### src/hw/rtl/tzke_pkg.sv
// Shared types, constants and the zone map of the touch zone key encoder.
package tzke_pkg;

  // Stream widths; the data buses are padded to whole bytes.
  localparam int unsigned InDataW  = 56;
  localparam int unsigned OutDataW = 24;
  localparam int unsigned OutUserW = 2;
  localparam int unsigned CfgDataW = 16;
  localparam int unsigned CfgIdxW  = 2;

  // At most this many events leave for one sample.
  localparam int unsigned MaxEvents = 4;
  localparam int unsigned NumButtons = 9;

  // Reset values of the configuration registers.
  localparam logic [15:0] ExitHoldReset   = 16'd2000;
  localparam logic [7:0]  CornerSizeReset = 8'd50;
  localparam logic [7:0]  DeadZoneReset   = 8'd22;

  // Screen geometry.
  localparam logic [8:0] LeftZoneEnd   = 9'd160;
  localparam logic [8:0] RightZoneBase = 9'd320;
  localparam logic [8:0] FireUseSplit  = 9'd160;
  localparam logic [8:0] EscapeEnd     = 9'd90;
  localparam logic [8:0] EnterEnd      = 9'd220;
  localparam logic [9:0] DpadCentreX   = 10'd80;
  localparam logic [9:0] DpadCentreY   = 10'd200;

  // Button numbers, also the bit positions in a button mask.
  localparam int unsigned BtnUp     = 0;
  localparam int unsigned BtnDown   = 1;
  localparam int unsigned BtnLeft   = 2;
  localparam int unsigned BtnRight  = 3;
  localparam int unsigned BtnFire   = 4;
  localparam int unsigned BtnUse    = 5;
  localparam int unsigned BtnEscape = 6;
  localparam int unsigned BtnEnter  = 7;
  localparam int unsigned BtnWeapon = 8;

  typedef enum logic [1:0] {
    KIND_PRESS   = 2'd0,
    KIND_RELEASE = 2'd1,
    KIND_TAP     = 2'd2,
    KIND_EXIT    = 2'd3
  } kind_e;

  typedef enum logic [1:0] {
    REG_EXIT_HOLD   = 2'd0,
    REG_CORNER_SIZE = 2'd1,
    REG_DEAD_ZONE   = 2'd2
  } reg_idx_e;

  typedef struct packed {
    logic        touch_down;
    logic [8:0]  touch_x;
    logic [8:0]  touch_y;
    logic [31:0] time_ms;
    logic        menu_open;
    logic        setup_screen;
  } sample_t;

  typedef struct packed {
    kind_e      kind;
    logic [3:0] button;
    logic [8:0] tap_x;
    logic [8:0] tap_y;
    logic       last;
  } ev_t;

  typedef struct packed {
    logic [NumButtons-1:0] held_mask;
    logic                  was_touching;
    logic                  wait_for_release;
    logic                  corner_armed;
    logic [31:0]           corner_start_ms;
  } state_t;

  typedef struct packed {
    logic [15:0] exit_hold_ms;
    logic [7:0]  exit_corner_size;
    logic [7:0]  dpad_dead_zone;
  } cfg_t;

  // Buttons covered by a touch at (x, y) outside the exit corner.
  function automatic logic [NumButtons-1:0] zone_mask(logic [8:0] x, logic [8:0] y,
                                                      logic [7:0] dz);
    logic [NumButtons-1:0] m;
    logic [9:0] xe;
    logic [9:0] ye;
    logic [9:0] dze;
    m   = '0;
    xe  = {1'b0, x};
    ye  = {1'b0, y};
    dze = {2'b00, dz};
    if (x < LeftZoneEnd) begin
      // D-pad: an offset counts only once it passes the dead zone.
      if (ye + dze < DpadCentreY) begin
        m[BtnUp] = 1'b1;
      end else if (ye > DpadCentreY + dze) begin
        m[BtnDown] = 1'b1;
      end
      if (xe + dze < DpadCentreX) begin
        m[BtnLeft] = 1'b1;
      end else if (xe > DpadCentreX + dze) begin
        m[BtnRight] = 1'b1;
      end
    end else if (x >= RightZoneBase) begin
      if (y < FireUseSplit) begin
        m[BtnFire] = 1'b1;
      end else begin
        m[BtnUse] = 1'b1;
      end
    end else if (y < EscapeEnd) begin
      m[BtnEscape] = 1'b1;
    end else if (y < EnterEnd) begin
      m[BtnEnter] = 1'b1;
    end else begin
      m[BtnWeapon] = 1'b1;
    end
    return m;
  endfunction

endpackage

### src/hw/rtl/tzke_decode.sv
// Per-sample decode: zone map, corner timer, menu handling and event list.
module tzke_decode (
  input  tzke_pkg::sample_t                         sample_i,
  input  tzke_pkg::state_t                          state_i,
  input  tzke_pkg::cfg_t                            cfg_i,
  output tzke_pkg::ev_t [tzke_pkg::MaxEvents-1:0]   events_o,
  output logic [2:0]                                num_events_o,
  output tzke_pkg::state_t                          state_o
);

  logic                            menu;
  logic                            press;
  logic                            in_corner;
  logic                            run_check;
  logic                            fire;
  logic                            do_changes;
  logic [tzke_pkg::NumButtons-1:0] now;
  logic [tzke_pkg::NumButtons-1:0] changed;
  logic [2:0]                      cnt;

  assign menu  = sample_i.menu_open & ~sample_i.setup_screen;
  assign press = sample_i.touch_down & ~state_i.was_touching;

  // Finger inside the top-left square; a size of zero gives no corner.
  assign in_corner = sample_i.touch_down
                   && (sample_i.touch_x < {1'b0, cfg_i.exit_corner_size})
                   && (sample_i.touch_y < {1'b0, cfg_i.exit_corner_size});

  // The corner timer runs in menu mode with nothing held, and in game mode
  // while the finger is down and no release wait is pending.
  assign run_check = menu ? (state_i.held_mask == '0)
                          : (sample_i.touch_down & ~state_i.wait_for_release);

  assign fire = run_check && in_corner && state_i.corner_armed
             && ((sample_i.time_ms - state_i.corner_start_ms)
                 > {16'd0, cfg_i.exit_hold_ms});

  // Target button mask and whether held buttons are compared against it.
  always_comb begin
    now        = '0;
    do_changes = 1'b0;
    if (menu) begin
      do_changes = (state_i.held_mask != '0);
    end else begin
      do_changes = ~fire;
      if (run_check && !in_corner) begin
        now = tzke_pkg::zone_mask(sample_i.touch_x, sample_i.touch_y,
                                  cfg_i.dpad_dead_zone);
      end
    end
  end

  assign changed = now ^ state_i.held_mask;

  // Build the event list and the next state.
  always_comb begin
    events_o = '0;
    cnt      = 3'd0;
    state_o  = state_i;

    state_o.was_touching     = sample_i.touch_down;
    state_o.wait_for_release = state_i.wait_for_release & sample_i.touch_down;

    if (run_check) begin
      if (!in_corner) begin
        state_o.corner_armed = 1'b0;
      end else if (!state_i.corner_armed) begin
        state_o.corner_armed    = 1'b1;
        state_o.corner_start_ms = sample_i.time_ms;
      end
    end

    if (do_changes) begin
      // Changed buttons in ascending order; those past the fourth are dropped.
      for (int b = 0; b < tzke_pkg::NumButtons; b++) begin
        if (changed[b] && !cnt[2]) begin
          events_o[cnt[1:0]].kind   = now[b] ? tzke_pkg::KIND_PRESS
                                             : tzke_pkg::KIND_RELEASE;
          events_o[cnt[1:0]].button = 4'(b);
          cnt = cnt + 3'd1;
        end
      end
      state_o.held_mask = now;
    end else if (fire) begin
      events_o[0].kind = tzke_pkg::KIND_EXIT;
      cnt = 3'd1;
    end else if (menu && !in_corner && press) begin
      events_o[0].kind  = tzke_pkg::KIND_TAP;
      events_o[0].tap_x = sample_i.touch_x;
      events_o[0].tap_y = sample_i.touch_y;
      state_o.wait_for_release = 1'b1;
      cnt = 3'd1;
    end

    // Mark the final event of the sample.
    for (int k = 0; k < tzke_pkg::MaxEvents; k++) begin
      events_o[k].last = (cnt == 3'(k + 1));
    end
  end

  assign num_events_o = cnt;

endmodule

### src/hw/rtl/tzke_evq.sv
// Result queue: holds the events of one sample and sends them one a cycle while ready_i is high.
module tzke_evq (
  input  logic                                     clk_i,
  input  logic                                     rst_ni,
  input  logic                                     push_i,
  input  tzke_pkg::ev_t [tzke_pkg::MaxEvents-1:0]  events_i,
  input  logic [2:0]                               num_events_i,
  output logic                                     free_o,
  output logic                                     valid_o,
  input  logic                                     ready_i,
  output tzke_pkg::ev_t                            event_o
);

  tzke_pkg::ev_t [tzke_pkg::MaxEvents-1:0] q_q;
  logic [2:0]                              cnt_q;
  logic                                    pop;

  assign valid_o = (cnt_q != 3'd0);
  assign event_o = q_q[0];
  assign pop     = valid_o & ready_i;

  // A new list may enter once the last queued event leaves.
  assign free_o = (cnt_q == 3'd0) || ((cnt_q == 3'd1) && ready_i);

  // Occupancy count.
  always_ff @(posedge clk_i or negedge rst_ni) begin
    if (!rst_ni) begin
      cnt_q <= 3'd0;
    end else if (push_i) begin
      cnt_q <= num_events_i;
    end else if (pop) begin
      cnt_q <= cnt_q - 3'd1;
    end
  end

  // Event storage; the head always sits in entry zero.
  always_ff @(posedge clk_i) begin
    if (push_i) begin
      q_q <= events_i;
    end else if (pop) begin
      q_q <= {tzke_pkg::ev_t'('0), q_q[tzke_pkg::MaxEvents-1:1]};
    end
  end

  a_cnt_bound: assert property (@(posedge clk_i) disable iff (!rst_ni)
    cnt_q <= 3'(tzke_pkg::MaxEvents))
    else $error("event queue count out of range");

  a_last_at_tail: assert property (@(posedge clk_i) disable iff (!rst_ni)
    valid_o && event_o.last |-> cnt_q == 3'd1)
    else $error("last flag on an event that is not the tail");

  a_tail_has_last: assert property (@(posedge clk_i) disable iff (!rst_ni)
    cnt_q == 3'd1 |-> event_o.last)
    else $error("tail event lacks the last flag");

endmodule

### src/hw/rtl/touch_zone_key_encoder.sv
// Top level of the touch zone key encoder: ports, registers and queue.
//
//   channel   direction  handshake                       contents
//   s_axis    in         s_axis_tvalid / s_axis_tready   one touch sample per transaction
//   m_axis    out        m_axis_tvalid / m_axis_tready   one key, tap or exit event
//   cfg       in         cfg_we_i                        register write, no read-back
//
// A sample is registered, decoded combinationally and its events (zero to four)
// written into the result queue, which sends one event per cycle while m_axis_tready is high.
// A sample with no events never enters the queue. The first event appears once the
// sample has passed the input register and the result queue register.
// Reset clears the control state and loads the register defaults; no clearing pass. Data registers are not reset.
// A stall on m_axis holds the queue; one further sample waits in the input
// register, and s_axis_tready falls only while that register cannot drain.
module touch_zone_key_encoder (
  input  logic                              clk_i,
  input  logic                              rst_ni,
  // Bits from 0: touch_down, touch_x[8:0], touch_y[8:0], time_ms[31:0],
  // menu_open, setup_screen, zero padding.
  input  logic [tzke_pkg::InDataW-1:0]      s_axis_tdata,
  input  logic                              s_axis_tvalid,
  output logic                              s_axis_tready,
  // Bits from 0: button[3:0], tap_x[8:0], tap_y[8:0], zero padding.
  output logic [tzke_pkg::OutDataW-1:0]     m_axis_tdata,
  // Bits from 0: event_kind[1:0].
  output logic [tzke_pkg::OutUserW-1:0]     m_axis_tuser,
  output logic                              m_axis_tlast,
  output logic                              m_axis_tvalid,
  input  logic                              m_axis_tready,
  input  logic                              cfg_we_i,
  input  logic [tzke_pkg::CfgIdxW-1:0]      cfg_idx_i,
  input  logic [tzke_pkg::CfgDataW-1:0]     cfg_wdata_i
);

  tzke_pkg::cfg_t                          cfg_q;
  tzke_pkg::state_t                        state_q;
  tzke_pkg::state_t                        state_d;
  tzke_pkg::sample_t                       in_q;
  tzke_pkg::sample_t                       in_d;
  logic                                    in_vld_q;
  tzke_pkg::ev_t [tzke_pkg::MaxEvents-1:0] events;
  logic [2:0]                              num_events;
  logic                                    q_free;
  logic                                    consume;
  logic                                    push;
  tzke_pkg::ev_t                           ev_out;

  // Configuration writes; unknown indexes are ignored.
  always_ff @(posedge clk_i or negedge rst_ni) begin
    if (!rst_ni) begin
      cfg_q.exit_hold_ms     <= tzke_pkg::ExitHoldReset;
      cfg_q.exit_corner_size <= tzke_pkg::CornerSizeReset;
      cfg_q.dpad_dead_zone   <= tzke_pkg::DeadZoneReset;
    end else if (cfg_we_i) begin
      unique case (cfg_idx_i)
        tzke_pkg::REG_EXIT_HOLD:   cfg_q.exit_hold_ms     <= cfg_wdata_i;
        tzke_pkg::REG_CORNER_SIZE: cfg_q.exit_corner_size <= cfg_wdata_i[7:0];
        tzke_pkg::REG_DEAD_ZONE:   cfg_q.dpad_dead_zone   <= cfg_wdata_i[7:0];
        default: ;
      endcase
    end
  end

  // Unpack the incoming sample.
  assign in_d.touch_down   = s_axis_tdata[0];
  assign in_d.touch_x      = s_axis_tdata[9:1];
  assign in_d.touch_y      = s_axis_tdata[18:10];
  assign in_d.time_ms      = s_axis_tdata[50:19];
  assign in_d.menu_open    = s_axis_tdata[51];
  assign in_d.setup_screen = s_axis_tdata[52];

  // The registered sample drains when its events fit into the queue.
  assign consume       = in_vld_q && ((num_events == 3'd0) || q_free);
  assign push          = consume && (num_events != 3'd0);
  assign s_axis_tready = ~in_vld_q | consume;

  // Input register.
  always_ff @(posedge clk_i or negedge rst_ni) begin
    if (!rst_ni) begin
      in_vld_q <= 1'b0;
    end else if (s_axis_tready) begin
      in_vld_q <= s_axis_tvalid;
    end
  end

  always_ff @(posedge clk_i) begin
    if (s_axis_tready && s_axis_tvalid) begin
      in_q <= in_d;
    end
  end

  tzke_decode u_decode (
    .sample_i     (in_q),
    .state_i      (state_q),
    .cfg_i        (cfg_q),
    .events_o     (events),
    .num_events_o (num_events),
    .state_o      (state_d)
  );

  // Encoder state advances once per decoded sample.
  always_ff @(posedge clk_i or negedge rst_ni) begin
    if (!rst_ni) begin
      state_q <= '0;
    end else if (consume) begin
      state_q <= state_d;
    end
  end

  tzke_evq u_evq (
    .clk_i        (clk_i),
    .rst_ni       (rst_ni),
    .push_i       (push),
    .events_i     (events),
    .num_events_i (num_events),
    .free_o       (q_free),
    .valid_o      (m_axis_tvalid),
    .ready_i      (m_axis_tready),
    .event_o      (ev_out)
  );

  assign m_axis_tdata = {2'b00, ev_out.tap_y, ev_out.tap_x, ev_out.button};
  assign m_axis_tuser = ev_out.kind;
  assign m_axis_tlast = ev_out.last;

  a_exit_alone: assert property (@(posedge clk_i) disable iff (!rst_ni)
    m_axis_tvalid && (m_axis_tuser == tzke_pkg::KIND_EXIT) |-> m_axis_tlast)
    else $error("exit request not the only event of its sample");

  a_tap_arms_wait: assert property (@(posedge clk_i) disable iff (!rst_ni)
    push && (events[0].kind == tzke_pkg::KIND_TAP) |=> state_q.wait_for_release)
    else $error("menu tap did not set the release wait");

  a_push_fits: assert property (@(posedge clk_i) disable iff (!rst_ni)
    push |-> q_free && (num_events <= 3'(tzke_pkg::MaxEvents)))
    else $error("event list written into a busy queue");

endmodule

### config.mk
export PLATFORM = sky130hd
export DESIGN_NAME = touch_zone_key_encoder
export DESIGN_NICKNAME = d
export VERILOG_FILES = /design/src/hw/rtl/tzke_pkg.sv /design/src/hw/rtl/tzke_decode.sv /design/src/hw/rtl/tzke_evq.sv /design/src/hw/rtl/touch_zone_key_encoder.sv
export SDC_FILE = /design/constraint.sdc
export NUM_CORES = 1
export LEC_CHECK = 0
export ABC_CLOCK_PERIOD_IN_PS = 19940
export BUFFER_PORTS_ARGS = -buffer_cell sky130_fd_sc_hd__buf_2
export CORE_MARGIN = 8
export CORE_UTILIZATION = 45
export DETAILED_ROUTE_END_ITERATION = 10
export GPL_TIMING_DRIVEN = 0
export PLACE_DENSITY = 0.63
export SKIP_LAST_GASP = 1
export SLEW_MARGIN = 10
export SYNTH_ARGS = -nofsm -noshare
export SYNTH_HDL_FRONTEND = slang
export SYNTH_SLANG_ARGS = --single-unit
export TNS_END_PERCENT = 5
### constraint.sdc
create_clock -name clk_i -period 19.94 [get_ports clk_i]
set_input_delay 0.997 -clock clk_i [delete_from_list [all_inputs] [get_ports clk_i]]
set_output_delay 0.997 -clock clk_i [all_outputs]
set_load 0.1 [all_outputs]
# Word-level counts from Yosys, hierarchy flattened

Index checks and enable logic that the tools add are counted.

Logic and storage cells: 281
Output and inout bits: 29
Bits of input ports: 79
Register bits after elaboration: 233

Bitwise gates (word level): 13
Order comparisons: 28
Add/sub/neg operators: 14
Reductions and logical operators: 53
Equality and inequality tests: 7
Muxes and demuxes: 130

Operator list:

| kind                | count |
|---|---|
| $mux 100            | 17 |
| $bwmux 100          | 16 |
| $demux 25 s2        | 16 |
| $mux 25             | 8 |
| $mux 23             | 8 |
| $mux 75             | 1 |
| $mux 3              | 21 |
| $mux 18             | 3 |
| $gt 32x16->1        | 1 |
| $sub 32x32->32      | 1 |
| $logic_and 1x1->1   | 28 |
| $mux 1              | 28 |
| $lt 9x8->1 const B  | 3 |
| $add 3x1->3 const B | 8 |
| $lt 2x3->1 const B  | 8 |
| $add 9x8->10        | 2 |
| $gt 9x10->1         | 2 |
| $lt 9x8->1          | 2 |
| $mux 9              | 2 |
| $ge 2x1->1 const B  | 8 |
| $mux 6              | 2 |
| $lt 10x7->1 const B | 1 |
| $lt 10x8->1 const B | 1 |
| $mux 2              | 5 |
| other kinds (26)    | 53 |

# Depth between registers and ports, before layout

Gate-level depths: netlist (run 1).

Word-level depth: 47
Gate-level depth with buffers: 43
Gate-level depth less buffers: 41

# By module

From an unflattened synthesis (run 1), not the netlist that was laid out.

Cell total of the unflattened synthesis: 1517
Area total of the unflattened synthesis: 16095.4 sq um

By module, submodules not included:

| module                 | sequential area each (sq um) | cells each | times used | area an instance (sq um) |
|---|---|---|---|---|
| tzke_decode            | 0.0                          | 1029       | 1          | 6862.8 |
| touch_zone_key_encoder | 3533.4                       | 224        | 1          | 4700.8 |
| tzke_evq               | 3078.0                       | 264        | 1          | 4531.8 |

# Worst setup path before layout (run 1)

No wires, ideal clock.

Path kind: reg2reg
Start: register cfg_q[1] (netlist bit)
End: register in_q[0] (netlist bit) (enable)
Slack: 8924 ps
Required time: 19444 ps
Cell stages (with the launch flop): 37
Arrival time: 10520 ps
Clock period less this slack: 11016 ps
Buffers on the path: 2
Library setup time: 496 ps
Cells stage by stage: dfstp_2 inv_1 ha_1 nand2b_4 a221oi_4 o41a_2 o221ai_2 and4_1 buf_4 xnor2_1 inv_1 fa_1 clkbuf_1 nand3_1 a41oi_1 nor2_1 mux2_2 ha_1 a22o_1 a221oi_1 nor3_1 o21ai_0 o2111ai_1 a311o_1 ha_1 a21o_1 ha_1 mux2_2 nor2_1 a21o_1 ha_1 a222oi_1 inv_1 nor2_1 and2_1 o21ai_0 a31oi_1

Cells in the longest elaborated chain, start to end: 45
Elaborated cells between the ends (all ways): 64
Those cells by class: add/sub (12); order compare (4); mux (27); bitwise (2); reduce/logical (19)

RTL lines:

| item                                                 | RTL line                     | RTL |
|---|---|---|
| from (decl)                                          | touch_zone_key_encoder.sv:35 | `tzke_pkg::cfg_t cfg_q;` |
| $add 9x8->10                                         | tzke_pkg.sv:97               | `if (ye + dze < DpadCentreY) begin` |
| $lt 10x8->1                                          | tzke_pkg.sv:97               |  |
| $mux 1                                               | tzke_pkg.sv:97               |  |
| $mux 4 *                                             | tzke_pkg.sv:95               | `if (x < LeftZoneEnd) begin` |
| $mux 9 *                                             | tzke_decode.sv:46            | `if (run_check && !in_corner) begin` |
| $mux 9 *                                             | tzke_decode.sv:42            | `if (menu) begin` |
| $xor 9x9->9 *                                        | tzke_decode.sv:53            | `assign changed = now ^ state_i.held_mask;` |
| branches (longest 11 deep; another with $add 3x1->3) | n/a                          |  |
| [18 not listed]                                      | n/a                          |  |
| branches (longest 2 deep; another with $add 3x1->3)  | n/a                          |  |
| $mux 3 *                                             | tzke_decode.sv:76            | `if (changed[b] && !cnt[2]) begin` |
| $mux 3 *                                             | tzke_decode.sv:73            | `if (do_changes) begin` |
| $logic_not 3->1 *                                    | touch_zone_key_encoder.sv:73 | `assign consume = in_vld_q && ((num_events == 3'd0) \|\| q_free);` |
| $logic_or 1x1->1 *                                   | touch_zone_key_encoder.sv:73 |  |
| $logic_and 1x1->1 *                                  | touch_zone_key_encoder.sv:73 |  |
| $or 1x1->1 *                                         | touch_zone_key_encoder.sv:75 | `assign s_axis_tready = ~in_vld_q \| consume;` |
| $logic_and 1x1->1 *                                  | touch_zone_key_encoder.sv:87 | `if (s_axis_tready && s_axis_tvalid) begin` |
| to (signal assigned)                                 | touch_zone_key_encoder.sv:88 | `in_q <= in_d;` |
| to (decl)                                            | touch_zone_key_encoder.sv:38 | `tzke_pkg::sample_t in_q;` |

Every way passes the cells marked *. The select of a mux whose other input is x is not followed.
A chain may end at the register's enable or synchronous reset.

# Worst setup path in the final report (run 1)

Start: register cfg_q[1] (netlist bit)
End: output s_axis_tready

Cells in the longest elaborated chain, start to end: 44
Elaborated cells between the ends (all ways): 63
Those cells by class: add/sub (12); order compare (4); mux (27); bitwise (2); reduce/logical (18)

RTL lines:

| item                                                 | RTL line                     | RTL |
|---|---|---|
| $add 9x8->10                                         | tzke_pkg.sv:97               |  |
| $lt 10x8->1                                          | tzke_pkg.sv:97               |  |
| $mux 1                                               | tzke_pkg.sv:97               |  |
| $mux 4 *                                             | tzke_pkg.sv:95               |  |
| $mux 9 *                                             | tzke_decode.sv:46            |  |
| $mux 9 *                                             | tzke_decode.sv:42            |  |
| $xor 9x9->9 *                                        | tzke_decode.sv:53            |  |
| branches (longest 11 deep; another with $add 3x1->3) | n/a                          |  |
| [17 not listed]                                      | n/a                          |  |
| $mux 3 *                                             | tzke_decode.sv:73            |  |
| branches (longest 2 deep; another with $add 3x1->3)  | n/a                          |  |
| $mux 3 *                                             | tzke_decode.sv:76            |  |
| $mux 3 *                                             | tzke_decode.sv:73            |  |
| $logic_not 3->1 *                                    | touch_zone_key_encoder.sv:73 |  |
| $logic_or 1x1->1 *                                   | touch_zone_key_encoder.sv:73 |  |
| $logic_and 1x1->1 *                                  | touch_zone_key_encoder.sv:73 |  |
| $or 1x1->1 *                                         | touch_zone_key_encoder.sv:75 |  |
| to (decl)                                            | touch_zone_key_encoder.sv:22 | `output logic s_axis_tready,` |

Marks and branches as above.

==> run summary, run 1 <==
- 0.03035 — met3 track demand over resource
- cfg_q[1] — worst reg2reg path startpoint
- 10810 ps — critical path data arrival time
- 111 — number of distinct library cell variants in the gate-level netlist after synthesis
- false — RSZ-0062 raised after global routing
- 63 — floorplan row count
- 15.76 ps — worst clock skew
- 176 — post-synthesis sequential element count
- 108 — top-level I/O count
- register — category of the worst setup path launch point
- met2 — most utilized layer in the global route result
- 102 — Port Buffer Count
- 96 — number of flops mapped to enable cells by yosys
- 0 — number of instances resized during post-cts repair
- a221oi_1 — cell with the biggest individual delay on the critical path
- 80 ps — post-CTS clock slew at the launch and capture registers of the worst setup and hold paths
- finished clean — outcome
- 17.56 um — post-DR wirelength/cell
- done — clock tree from TritonCTS
- 0 ps — total negative setup slack
- 0 — Final Hold Violating Endpoints
- 189.2 um — y dimension of the die
- 5.654 — Vias/cell
- 63 — maximum number of pins on one net before global-route repair
- nand2_1 — library cell with the highest instance count after synthesis
- register to output pin — Setup Crit Path Kind
- 0 — number of warnings reported in the yosys synthesis log
- 84.70 MHz — Fmax achieved
- 0.5921 — final worst path period share
- 12.42% — area growth from synthesis to layout
- 0.8888 — final weighted congestion in routability-driven placement
- 0.4565 — effective utilization at floorplan
- 1714 — Post-layout nets
- 1883 — Placed Instances
- 0.2136 — Yosys top cell area share
- 10730 — via count of the first global-routing pass
- 10 — worst-path fanout max
- 9.736 um^2 — Post-Synthesis Mean Instance Area
- edfxtp_1 — cell type with the highest aggregate area in the netlist
- 0.2377 — met1 global-route usage
- nand2_1 (132), ha_1 (121), nor2_1 (113), inv_1 (106), edfxtp_1 (96) — most common library cells after synthesis
- 1915 — non-filler instance count after layout
- 2 — number of buffers on the longest clock path
- 0 — hold buffers post-CTS
- 2784 — final-layout fill cell count
- 35780 um^2 — Die Footprint
- 0 — post-route antenna net violation count
- 0.3079 — headroom to the max-slew limit
- 10830 — via count
- edfxtp_1 (21%), dfrtp_1 (13%), ha_1 (11%), o2bb2a_4 (4.3%), nand2_1 (3.7%) — largest cells by area after synthesis
- 0.4545 — async set-or-reset flop fraction in the synthesized netlist
- 0 — number of maximum-capacitance constraint violations
- 0 — post-CTS setup buffer count
- 0.1993 — share of final-layout standard cells stronger than drive strength 1
- 0 — total setup violations reported at the end of the flow
- 55.41 mm — global-route wire length before repair
- edfxtp_1 — Post-synth top flop
- 780 ps — slowest cell delay on critical path
- 29560 um^2 — core area
- 189.2 um — Die X
- primary input to asynchronous set/reset pin — class of the tightest hold or removal check
- 0 — Max Slew Vio Count
- 18940 ps — data required time at the worst endpoint
- 11810 ps — minimum clock period after layout
- 6 — 1st-pass router iterations
- 26.40 mm — Final HPWL DP
- 1030 ps — transition time at the pin with the least slew margin
- 176 — number of clock sinks
- clkbuf_16 — cell chosen for the clock root
- 0 — number of antenna violations at the first check in global routing
- 0.3327 — fraction of met2 tracks used by global routing
- 450 ps — clock insertion delay at the later pin of the skew report
- 4 — level count of the clock H-tree
- 1386 — Post-Syn Instances
- 0.3631 — sequential area share after synthesis
- 0.1904 — All-Layer GR Usage
- output pin — Critical Path End Type
- 33.62 mm — aggregate routed wire length
- 0 — antenna cell count
- 13490 um^2 — total standard cell area after synthesis
- cfg_q[1] — timing startpoint of the critical path
- 0 — post-route DRC violation count
- 17 — total CTS buffers
- 0 — total congestion overflow after global routing
- 840 — Iteration-0 DRC Markers
## final cells by class
| class | count | area (um^2) | area share |
|---|---|---|---|
| Multi-Input combinational cell | 1032 | 7782 | 0.5130 |
| Sequential cell | 176 | 4900 | 0.3230 |
| Clock buffer | 19 | 432.9 | 0.02854 |
| Timing Repair Buffer | 106 | 608.1 | 0.04008 |
| Clock inverter | 13 | 126.4 | 0.008330 |
| Buffer | 67 | 412.9 | 0.02722 |
| Tap cell | 390 | 488.0 | 0.03216 |
| Inverter | 112 | 420.4 | 0.02771 |
## registers in the layout, summed over array words and instances (netlist names)
| signal | flops |
|---|---|
| in_q | 53 |
| u_evq.q_q | 18 |
| state_q | 44 |
| in_vld_q | 1 |
| u_evq.cnt_q | 3 |
| u_evq.event_o | 25 |
| cfg_q | 32 |
## per-layer routing
layer | part of all wire | vias up
li1 | - | 5338
met1 | 0.45 | 5216
met2 | 0.49 | 220
met3 | 0.035 | 54
met4 | 0.023 | 0
met5 | 0 | -
## cells in the final DEF (no fill, tap or decap), types with 8 or more instances in the layout
cell type  netlist  routed
a211oi_1        15      15
a21o_1          23      23
a21oi_1         69      69
a22o_1           9       9
a31oi_1          9       8
a32o_1          10      10
and2_1          27      27
and3_1          17      17
buf_2           10     111
buf_4           32      33
clkbuf_1        20      22
clkbuf_16        0      17
dfrtp_1         68      68
dfstp_2         12      12
edfxtp_1        96      96
ha_1           121     121
inv_1          106     106
mux2_2          25      25
mux2i_1         17      17
nand2_1        132     131
nand2b_1        12      12
nand3_1         41      41
nand4_1         15      15
nor2_1         113     113
nor3_1          24      24
nor4_1          12      12
o211a_1          9       9
o211ai_1        13      13
o21a_1          13      13
o21ai_0         63      63
o2bb2a_4        29      29
o31ai_1          8       8
or3_1           10      10
xnor2_1         23      23
xor2_1          15      15
## final timing paths
path                       slack, ps                 to  depth (start not counted)
hold reg to reg                  490        state_q[33]                          1
setup reg to reg                8390  u_evq.event_o[12]                         38
hold / removal                   430        state_q[21]                          1
max in group asynchronous      18830          cfg_q[20]                          2
setup / recovery                8130      s_axis_tready                         37
min in group clk_i               490        state_q[33]                          1
## worst max-delay path, delay by kind of cell (launching register included)
| kind | cells | cell delay [ps] |
|---|---|---|
| DFF | 1 | 590 |
| buffers and inverters | 8 | 1600 |
| adders and majority gates | 5 | 1750 |
| xor gates and xnor gates | 2 | 500 |
| and+or+nand+nor | 9 | 1860 |
| AOI/OAI and AO/OA | 12 | 3730 |
| muxes | 1 | 320 |
## per-stage QoR
| stage | hold slack [ps] | area, um^2 | util | setup WS (ps) |
|---|---|---|---|---|
| 4_1_cts | 428.8 | 15170 | 0.5132 | 8225 |
| 5_1_grt | 440.1 | 15170 | 0.5132 | 7402 |
| 3_5_place_dp | 473.2 | 14610 | 0.4943 | 8557 |
| 3_3_place_gp | 462.9 | 14500 | 0.4904 | 5469 |
| 2_1_floorplan | 450.0 | 13500 | - | 8924 |
| 6_report | 434.2 | 15170 | 0.5132 | 8133 |
## cell families (layout without fill, tap and decap cells)
logic type | Yosys count | after routing | synth area share
AND/OR/NAND/NOR | 448 | 448 | 0.1633
AO/OA/AOI/OAI | 369 | 369 | 0.2280
buffers and inverters | 179 | 317 | 0.06175
flip-flops | 176 | 176 | 0.3631
adder cells (fa/ha/maj) | 123 | 123 | 0.1152
multiplexers | 52 | 52 | 0.04376
XOR/XNOR | 38 | 38 | 0.02466
other | 1 | 2 | 0.0002779
Power of run 1 is left out: the tool's default activity adds up to more than one toggle a clock period on the data nets, which glitch-free logic cannot reach.
==> run 2, diff against run 1 <==
- ABC_CLOCK_PERIOD_IN_PS: 19940 -> 10450
- PLACE_DENSITY: 0.63 -> 0.65
- clock period: 19.94 -> 10.45 ns (I/O delays scaled with it)
==> run 2 against run 1 <==
Routed wire length grew 0.57%. Hold slack worse by 410 ps. First-iteration DRC count is 12% lower. Clock-buffer cell count unchanged. Register-to-register slack worse by 7700 ps. Via count rose by 0.44%. Critical endpoint unchanged. Largest cell class unchanged.
==> run summary, run 2 (synthesized netlist as in run 1, its figures left out) <==
- finished clean — outcome
- 0 — hold buffers post-CTS, unchanged
- 5 — buffer and inverter count on the worst path, -3
- 650 ps — slowest cell delay on critical path, -130 ps
- 460 ps — clock insertion delay at the later pin of the skew report, about the same
- 4900 um^2 — sequential cell area, unchanged
- met4 — highest routed metal layer
- done — clock tree from TritonCTS
- register to output pin — Setup Crit Path Kind
- clkbuf_16 — cell chosen for the clock root
- register — category of the worst setup path launch point
- nand2_1 — leading cell type in the layout, fill and taps excluded
- 0 — Final Hold Violating Endpoints, unchanged
- 16.78 ps — worst clock skew, +1.027 ps
- in_q — largest register by flop count
- false — RSZ-0062 raised after global routing
- primary input to asynchronous set/reset pin — class of the tightest hold or removal check
- 189.2 um — y dimension of the die, unchanged
- 0 — Max Slew Vio Count, unchanged
- 9870 ps — minimum clock period after layout
- 0 — post-route antenna net violation count, unchanged
- 0.4565 — effective utilization at floorplan, unchanged
- 17.61 um — post-DR wirelength/cell, +0.31%
- fa_2 — cell with the biggest individual delay on the critical path
- 0.9445 — final worst path period share
- 5.665 — Vias/cell, +0.18%
- 9350 ps — critical path data arrival time, -1460 ps
- 11110 — via count of the first global-routing pass, +3.5%
- 6 — 1st-pass router iterations, unchanged
- 108 — top-level I/O count, unchanged
- 0 — number of antenna violations at the first check in global routing, unchanged
- nand2_1 (131), ha_1 (120), nor2_1 (110), buf_2 (110), inv_1 (106) — highest-count cells in the layout ignoring fill and taps
- 1063 ps — transition time at the pin with the least slew margin, +32.71 ps
- 10880 — via count, +0.44%
- cfg_q[1] — timing startpoint of the critical path
- 1719 — Post-layout nets, +0.29%
- 0 — number of maximum-capacitance constraint violations, unchanged
- 15350 um^2 — final standard cell area without fillers, +1.2%
- 33.81 mm — aggregate routed wire length, +0.57%
- 7888 um^2 — Multi-input gate area, +1.4%
- 13.78% — area growth from synthesis to layout
- 4 — level count of the clock H-tree, unchanged
- 0 — antenna cell count, unchanged
- s_axis_tready — Critical Path End
- 29560 um^2 — core area, unchanged
- 37 — CP Depth, unchanged
- in_q (53), state_q (44), cfg_q (32) — largest registers ranked by flip-flop count
- cfg_q[1] — worst reg2reg path startpoint
- 101.3 MHz — Fmax achieved
- 2 — number of buffers on the longest clock path, unchanged
- 0.2859 — headroom to the max-slew limit, -0.02197
- 2727 — final-layout fill cell count, -2.0%
- 0 — total setup violations reported at the end of the flow, unchanged
- 35780 um^2 — Die Footprint, unchanged
- 0.1922 — All-Layer GR Usage, +0.001760
- 15.03 mm — WL met1, -0.15%
- 53 — number of flip-flops under the largest register name, unchanged
- 70 ps — post-CTS clock slew at the launch and capture registers of the worst setup and hold paths, about the same
- 742 — Iteration-0 DRC Markers, -12%
- state_q[18] — endpoint of the lowest-slack register-to-register path
- 176 — number of clock sinks, unchanged
- 47 — maximum number of pins on one net before global-route repair, -25%
- 63 — floorplan row count, unchanged
- ha_1 — CP dominant cell by count
- 720 ps — minimum setup slack among reg-to-reg paths, -7670 ps
- 0 — post-route DRC violation count, unchanged
- 26.52 mm — Final HPWL DP, +0.45%
- 17 — total CTS buffers, unchanged
- 56.18 mm — global-route wire length before repair, +1.4%
- 0.2131 — share of final-layout standard cells stronger than drive strength 1, +0.01373
- 102 — Port Buffer Count, unchanged
- 0.9177 — final weighted congestion in routability-driven placement, +3.3%
- compound AO/OA/AOI/OAI gates — kind of cell adding the most delay to the critical path
- 0 — total congestion overflow after global routing, unchanged
- 14600 um^2 — area after detailed placement, about the same
- 189.2 um — Die X, unchanged
- output pin — Critical Path End Type
- 16.60 mm — amount of wire on met2 after detailed routing, -0.15%
- 38 — depth of the worst register-to-register path, unchanged
- 10 — worst-path fanout max, unchanged
- 1.348 mm — met3 routed wirelength, +14%
- 9930 ps — data required time at the worst endpoint, -9010 ps
## run 2: area by class of cell
| type | instances | area share |
|---|---|---|
| Multi-Input combinational cell | 1032 | 0.5137 |
| Tap cell | 390 | 0.03178 |
| Clock buffer | 19 | 0.02885 |
| Clock inverter | 13 | 0.009779 |
| Buffer | 66 | 0.02689 |
| Inverter | 112 | 0.02738 |
| Sequential cell | 176 | 0.3191 |
| Timing Repair Buffer | 112 | 0.04246 |
## run 2: through the flow
step | instances | setup WS, ps | setup TNS, ps | hold WS, ps | utilization
floorplan | 1387 | 513.0 | 0 | 226.9 | -
global route | 1920 | 4.009 | 0 | 52.27 | 0.5194
finish | 1920 | 580.5 | 0 | 28.23 | 0.5194
global placement | 1879 | -1960 | -171500 | 459.8 | 0.4906
detailed placement | 1883 | -578.6 | -29720 | 475.2 | 0.4941
CTS | 1915 | 20.07 | 0 | 24.69 | 0.5153
## run 2: layer usage
| metal | vias to the layer above | GRT usage |
|---|---|---|
| met2 | 247 | 0.3345 |
| met3 | 51 | 0.03164 |
| met5 | - | 0 |
| met4 | 0 | 0.06554 |
| met1 | 5225 | 0.2381 |
| li1 | 5353 | - |
## run 2: worst min-delay path by stage
stage                           start  slack (ps)          end
after floorplan                rst_ni         230     cfg_q[0]
after global placement    state_q[33]         460  state_q[33]
after detailed placement  state_q[33]         480  state_q[33]
after CTS                      rst_ni          20  state_q[17]
after global routing           rst_ni          50  state_q[17]
final                          rst_ni          30  state_q[17]
## run 2: what timing repair did
| action | CTS | global route |
|---|---|---|
| gates resized for setup | 7 | 19 |
| pin swaps | 0 | 3 |
| setup endpoints to repair | 155 | 175 |
| setup buffers | 0 | 6 |
| endpoints found under the hold margin | 0 | 0 |
Power of run 2 is left out for the same reason.
